**src/rtl/trial_division_prime_test_top_defines.svh**
```systemverilog
// Assertion macros for the trial division prime test block.
`ifndef TRIAL_DIVISION_PRIME_TEST_TOP_DEFINES_SVH
`define TRIAL_DIVISION_PRIME_TEST_TOP_DEFINES_SVH

`ifndef ASSERT_OFF
`define TDPT_ASSERT_IMP(lbl, ante, cons) \
  lbl: assert property (@(posedge clk) disable iff (rst) (ante) |-> (cons)) \
    else $error("tdpt: same-cycle check failed");
`define TDPT_ASSERT_NXT(lbl, ante, cons) \
  lbl: assert property (@(posedge clk) disable iff (rst) (ante) |=> (cons)) \
    else $error("tdpt: next-cycle check failed");
`else
`define TDPT_ASSERT_IMP(lbl, ante, cons)
`define TDPT_ASSERT_NXT(lbl, ante, cons)
`endif

`endif

```
**src/rtl/tdpt_pkg.sv**
```systemverilog
// Package: types and constants of the trial division prime test block.
`default_nettype none
package tdpt_pkg;

  localparam int IN_WIDTH            = 32;
  localparam int VALUE_WIDTH_DEFAULT = 32;

  typedef enum logic [1:0] {
    ST_IDLE,
    ST_TEST,
    ST_WAIT,
    ST_FINISH
  } tdpt_state_t;

  typedef struct packed {
    logic done;
    logic rem_zero;
  } tdpt_div_stat_t;

endpackage
`default_nettype wire

```
**src/rtl/tdpt_if.sv**
```systemverilog
// Interfaces: input value channel and result channel.
`default_nettype none
interface tdpt_in_if;
  import tdpt_pkg::*;
  logic                       valid;
  logic                       ready;
  logic signed [IN_WIDTH-1:0] number;
  modport source (output valid, output number, input ready);
  modport sink (input valid, input number, output ready);
endinterface

interface tdpt_out_if;
  logic valid;
  logic ready;
  logic is_prime;
  modport source (output valid, output is_prime, input ready);
  modport sink (input valid, input is_prime, output ready);
endinterface
`default_nettype wire

```
**src/rtl/tdpt_rem_serial.sv**
```systemverilog
// Bit-serial restoring remainder unit: one dividend bit per cycle.
`default_nettype none
module tdpt_rem_serial #(
  parameter int MAG_WIDTH = tdpt_pkg::VALUE_WIDTH_DEFAULT - 1
) (
  input  wire logic                  clk,
  input  wire logic                  rst,
  input  wire logic                  start,
  input  wire logic [MAG_WIDTH-1:0]  dividend,
  input  wire logic [MAG_WIDTH-1:0]  divisor,
  output tdpt_pkg::tdpt_div_stat_t   stat
);
  import tdpt_pkg::*;

  localparam int CNT_W = $clog2(MAG_WIDTH);

  logic                 busy;
  logic                 done;
  logic [CNT_W-1:0]     cnt;
  logic [MAG_WIDTH-1:0] shreg;
  logic [MAG_WIDTH-1:0] rem;
  logic [MAG_WIDTH-1:0] rem_next;
  logic [MAG_WIDTH:0]   trial;
  logic [MAG_WIDTH:0]   dvs_ext;

  always_comb begin
    trial   = {rem, shreg[MAG_WIDTH-1]};
    dvs_ext = {1'b0, divisor};
    if (trial >= dvs_ext) begin
      rem_next = MAG_WIDTH'(trial - dvs_ext);
    end else begin
      rem_next = trial[MAG_WIDTH-1:0];
    end
  end

  always_ff @(posedge clk) begin
    if (rst) begin
      busy <= 1'b0;
      done <= 1'b0;
    end else begin
      done <= 1'b0;
      if (start) begin
        busy  <= 1'b1;
        cnt   <= CNT_W'(MAG_WIDTH - 1);
        shreg <= dividend;
        rem   <= '0;
      end else if (busy) begin
        rem   <= rem_next;
        shreg <= shreg << 1;
        if (cnt == '0) begin
          busy <= 1'b0;
          done <= 1'b1;
        end else begin
          cnt <= cnt - 1'b1;
        end
      end
    end
  end

  assign stat.done     = done;
  assign stat.rem_zero = (rem == '0);

endmodule
`default_nettype wire

```
**src/rtl/trial_division_prime_test_top.sv**
```systemverilog
// Flow: values below 2 go straight from acceptance to the finish state; otherwise each
// divisor tried runs a bit-serial remainder over VALUE_WIDTH-1 bits plus a test and a
// check, for up to about sqrt(value) - 1 divisors.
// Throughput: one value at a time; the next value is accepted while a result word waits.
// The serial remainder unit sets the pace of each test.
// Reset: synchronous active-high rst clears the controller state, the result valid flag and the unit's busy and done.
`default_nettype none
`include "trial_division_prime_test_top_defines.svh"
module trial_division_prime_test_top #(
  parameter int VALUE_WIDTH = tdpt_pkg::VALUE_WIDTH_DEFAULT
) (
  input wire logic   clk,
  input wire logic   rst,
  tdpt_in_if.sink    req,
  tdpt_out_if.source rsp
);
  import tdpt_pkg::*;

  localparam int M  = VALUE_WIDTH - 1;
  localparam int CW = (VALUE_WIDTH < IN_WIDTH) ? VALUE_WIDTH : IN_WIDTH;

  tdpt_state_t      state, state_next;
  logic [M-1:0]     mag, mag_next;
  logic [M-1:0]     d, d_next;
  logic [M:0]       sq, sq_next;
  logic             res, res_next;
  logic             out_valid;
  logic             out_bit;
  logic             out_load;
  logic             div_start;
  logic             acc_in;
  logic             in_neg;
  logic [VALUE_WIDTH-1:0] in_val;
  tdpt_div_stat_t   div_stat;

  assign in_val = VALUE_WIDTH'(req.number[CW-1:0]);
  assign in_neg = in_val[VALUE_WIDTH-1];
  assign acc_in = req.valid && req.ready;

  assign req.ready    = (state == ST_IDLE);
  assign rsp.valid    = out_valid;
  assign rsp.is_prime = out_bit;

  tdpt_rem_serial #(
    .MAG_WIDTH(M)
  ) u_rem (
    .clk      (clk),
    .rst      (rst),
    .start    (div_start),
    .dividend (mag),
    .divisor  (d),
    .stat     (div_stat)
  );

  always_comb begin
    state_next = state;
    mag_next   = mag;
    d_next     = d;
    sq_next    = sq;
    res_next   = res;
    div_start  = 1'b0;
    out_load   = 1'b0;
    unique case (state)
      ST_IDLE: begin
        if (acc_in) begin
          mag_next = in_val[M-1:0];
          d_next   = M'(2);
          sq_next  = (M + 1)'(4);
          if (in_neg || (in_val[M-1:1] == '0)) begin
            res_next   = 1'b0;
            state_next = ST_FINISH;
          end else begin
            state_next = ST_TEST;
          end
        end
      end
      ST_TEST: begin
        if (sq > {1'b0, mag}) begin
          res_next   = 1'b1;
          state_next = ST_FINISH;
        end else begin
          div_start  = 1'b1;
          state_next = ST_WAIT;
        end
      end
      ST_WAIT: begin
        if (div_stat.done) begin
          if (div_stat.rem_zero) begin
            res_next   = 1'b0;
            state_next = ST_FINISH;
          end else begin
            // (d+1)^2 = d^2 + 2d + 1
            d_next     = d + 1'b1;
            sq_next    = sq + {d, 1'b1};
            state_next = ST_TEST;
          end
        end
      end
      ST_FINISH: begin
        // hold until the result word is free or being taken
        if (!out_valid || rsp.ready) begin
          out_load   = 1'b1;
          state_next = ST_IDLE;
        end
      end
      default: begin
        state_next = ST_IDLE;
      end
    endcase
  end

  always_ff @(posedge clk) begin
    if (rst) begin
      state <= ST_IDLE;
    end else begin
      state <= state_next;
    end
  end

  always_ff @(posedge clk) begin
    mag <= mag_next;
    d   <= d_next;
    sq  <= sq_next;
    res <= res_next;
  end

  always_ff @(posedge clk) begin
    if (rst) begin
      out_valid <= 1'b0;
    end else if (out_load) begin
      out_valid <= 1'b1;
    end else if (rsp.ready) begin
      out_valid <= 1'b0;
    end
  end

  always_ff @(posedge clk) begin
    if (out_load) begin
      out_bit <= res;
    end
  end

  `TDPT_ASSERT_NXT(a_start_waits, div_start, state == ST_WAIT)
  `TDPT_ASSERT_IMP(a_square_track, state == ST_TEST, sq == VALUE_WIDTH'(d) * VALUE_WIDTH'(d))
  `TDPT_ASSERT_NXT(a_neg_rejected, acc_in && in_neg, (state == ST_FINISH) && !res)

endmodule
`default_nettype wire
```
**src/flat_wrapper.sv**
```systemverilog
// flat-port wrapper written by rule: the top's interface ports become plain ports
module trial_division_prime_test_top_flat import tdpt_pkg::*;
#(
  parameter int VALUE_WIDTH = tdpt_pkg::VALUE_WIDTH_DEFAULT
)
  (clk, rst, req_valid, req_number, req_ready, rsp_valid, rsp_is_prime, rsp_ready);
  tdpt_in_if req_i ();
  tdpt_out_if rsp_i ();
  input wire logic clk;
  input wire logic rst;
  input wire logic [$bits(req_i.valid)-1:0] req_valid;
  input wire logic [$bits(req_i.number)-1:0] req_number;
  output wire logic [$bits(req_i.ready)-1:0] req_ready;
  output wire logic [$bits(rsp_i.valid)-1:0] rsp_valid;
  output wire logic [$bits(rsp_i.is_prime)-1:0] rsp_is_prime;
  input wire logic [$bits(rsp_i.ready)-1:0] rsp_ready;
  assign req_i.valid = req_valid;
  assign req_i.number = req_number;
  assign req_ready = req_i.ready;
  assign rsp_valid = rsp_i.valid;
  assign rsp_is_prime = rsp_i.is_prime;
  assign rsp_i.ready = rsp_ready;
  trial_division_prime_test_top #(.VALUE_WIDTH(VALUE_WIDTH)) u_core (.clk(clk), .rst(rst), .req(req_i), .rsp(rsp_i));
endmodule
```
**config.mk**
```make
export PLATFORM = sky130hd
export DESIGN_NAME = trial_division_prime_test_top_flat
export DESIGN_NICKNAME = d
export VERILOG_FILES = /design/src/rtl/tdpt_pkg.sv /design/src/rtl/tdpt_if.sv /design/src/rtl/tdpt_rem_serial.sv /design/src/rtl/trial_division_prime_test_top.sv /design/src/flat_wrapper.sv
export VERILOG_INCLUDE_DIRS = /design/src /design/src/rtl
export SDC_FILE = /design/constraint.sdc
export NUM_CORES = 1
export LEC_CHECK = 0
export ABC_AREA = 0
export BUFFER_PORTS_ARGS = -buffer_cell sky130_fd_sc_hd__buf_2
export CORE_UTILIZATION = 40
export CTS_CLUSTER_DIAMETER = 40
export DETAILED_ROUTE_END_ITERATION = 16
export GPL_ROUTABILITY_DRIVEN = 0
export SKIP_CTS_REPAIR_TIMING = 1
export SLEW_MARGIN = 10
export SYNTH_ARGS = -nofsm -noshare
export SYNTH_HDL_FRONTEND = slang
export SYNTH_SLANG_ARGS = --single-unit
```
**constraint.sdc**
```tcl
create_clock -name clk -period 16.8 [get_ports clk]
set_clock_uncertainty 0.1 [all_clocks]
set_input_delay 1.68 -clock clk [delete_from_list [all_inputs] [get_ports clk]]
set_output_delay 1.68 -clock clk [all_outputs]
set_load 0.1 [all_outputs]
```
==> impl_metrics.tcl <==
set metrics [dict create \
    status "completed" \
    ys.flop_type "edfxtp_1" \
    cts_tree "done" \
    ant_nets 0 \
    slowest_delay_ns 0.68 \
    slew_viol_final 0 \
    synth_top_area_cell "edfxtp_1" \
    die_width_um 170 \
    synth.most_common_cell "edfxtp_1" \
    ys_types 77 \
    cp-end-kind "flop" \
    synth_fp_nets 1265 \
    finalHoldViolCount 0 \
    avgSynthCellArea_um2 9.91 \
    io_buffers 38 \
    r2r_setup_slack_ns 12.82 \
    start_kind "flop" \
    fin_crit_ns 3.98 \
    grt-busiest-layer "met2" \
    fin_tns_setup_ns 0 \
    dp_hpwl_um 18900 \
    rsz0062_at_grt "false" \
    start_util_pct 41.2 \
    path_max_fanout 32 \
    synth_top_area_share_pct 43.6 \
    post-place-ws_ns 12.76 \
    slowest_stage "nor2_4" \
    drive_above_1_share_pct 8.84 \
    stdcell_area_um2 12400 \
    cts_buffers 17 \
    final_nets 1296 \
    ir_worst_vdd_v 0.0000789 \
    via_per_inst 5.38 \
    design.portCount 39 \
    grt_usage_pct 18.1 \
    syn_area_um2 11200 \
    cts_max_path_buffers 2 \
    p_leak_nw 5.00 \
    arrival_ns 3.96 \
    netlist_instances 1133 \
    grt_pass1_vias 7869 \
    yosys-top-cells-area "edfxtp_1, ha_1, xnor2_1, nor2_1, nand2_1" \
    crit_type "flop to flop" \
    clkTransAtPathRegs_ns 0.07 \
    n_antenna_cell 0 \
    worstMarginPinSlew_ns 0.888 \
    yosysSeqAreaShare_pct 44.5 \
    drc 0 \
    placed_area_um2 11800 \
    maxCapViolations 0 \
    hold_path_class "flop to flop" \
    cts_max_level 4 \
    synth_edf_count 163 \
    min_period_over_period_pct 23.7 \
    syn_to_final_growth_pct 10.5 \
    wl_um 25200 \
    grt_util_met1_pct 25.5 \
    clock_sinks 168 \
    gr-total-overflow 0 \
    whs_ns 0.334 \
    cellPowerDensity_nw_per_um2 106 \
    grt_first_pass_wirelength_um 40600 \
    async_reset_ff_share_pct 0 \
    drtIter0Drc 573 \
    die_height_um 170 \
    grt_use_met2_pct 28.5 \
    vias 8333 \
    grtUsageMet3_pct 2.66 \
    worst_slack_ns 12.82 \
    dieArea_um2 28700 \
    slew_headroom_pct 40.6 \
    yosys_warnings 0 \
    num_rows 60 \
    finalSetupViolations 0 \
    clkLatencyLatePin_ns 0.45 \
    antenna_found_initial 0 \
    firstDrtPassIters 6 \
    grt_max_degree 71 \
    synth_common_cells "edfxtp_1, nor2_1, nand2_1" \
    max_freq_ghz 0.252 \
    worstPathCellList "ha_1 -> a21o_1 -> a21o_1 -> a211oi_1 -> o31ai_1 -> a211oi_1 -> nor2_1 -> nor2b_2 -> nor2_1 -> nor2_4 -> buf_4" \
    drt-wirelength-per-cell_um 16.3 \
    cts_root_buf "clkbuf_16" \
    cp.required_ns 16.78 \
    core_um2 27300 \
    yosys_register_bits 168 \
]
area by class of cell:
cell class              instances  area [µm²]
fillers                      2578       14800
multi-input cells             847        5800
clock buffers                  17         425
clock inverters                15         151
repair buffers                 46         250
inverters                      84         315
well taps                     372         465
flip-flops and latches        168        4990
layer usage:
layer,vias to the layer above,share of wire (%)
met5,-,0
met4,0,1.8
met3,27,3.7
met2,165,45
met1,3905,50
li1,4236,-
worst max-delay path, delay by kind of cell, from the launching register on:
family          cells  cell delay, ns
buf+inv             1            0.55
fa+ha+maj           1            0.32
flops               1            0.40
compound gates      5            1.15
simple gates        4            1.06
worst paths after layout:
path / start / to / depth (start not counted)
max: u_core.sq[21] / u_core.u_rem.rem[10] / 11
min: u_core.res / u_core.rsp.is_prime / 0
max reg2reg: u_core.sq[21] / u_core.u_rem.rem[10] / 11
min reg2reg: u_core.res / u_core.rsp.is_prime / 0
report_power, final:
group,switching (mW),internal [mW],leakage [nW]
combinational,0.228,0.151,3.13
sequential,0.0301,0.520,1.58
clock,0.191,0.199,0.286
total,0.449,0.870,5.00
state kept, by name, summed over array words and instances, names as in the netlist:
name and flops:
u_core.sq 32, u_core.d 31, u_core.mag 31, u_core.u_rem.rem 31, u_core.u_rem.shreg 31, u_core.u_rem.cnt 5
u_core.state 2, u_core.res 1, u_core.rsp.is_prime 1, u_core.rsp.valid 1, u_core.u_rem.busy 1, u_core.u_rem.done 1
logic make-up (layout without fill, tap and decap cells):
| family | after synthesis | after routing | synth area share, % |
|---|---|---|---|
| simple gates | 403 | 403 | 17.6 |
| compound gates | 254 | 254 | 15.2 |
| flops | 168 | 168 | 44.5 |
| buf+inv | 118 | 162 | 4.17 |
| fa+ha+maj | 96 | 96 | 10.8 |
| xor+xnor | 67 | 67 | 5.23 |
| mux | 27 | 27 | 2.52 |
layout by cell type, fill, tap and decap left out, drive strengths merged, types with 15 or more instances in the layout:
cell type,n
a21oi,66
o21ai,68
buf,46
edfxtp,163
a21o,34
nor2,114
xnor2,51
nand4,23
ha,94
mux2i,26
nor4,21
inv,93
nand3,30
xor2,16
nor3,36
nor2b,18
nand2,98
clkbuf,17
a211oi,15
through the flow:
stage	std cells	util, %	total power, mW
after floorplan	1133	-	0.850
after global placement	1517	43.4	0.932
after detailed placement	1517	43.4	0.938
after CTS	1549	45.5	1.33
after global routing	1549	45.5	1.39
final	1549	45.5	1.32
Note: power is estimated with default switching activity, not from simulation.
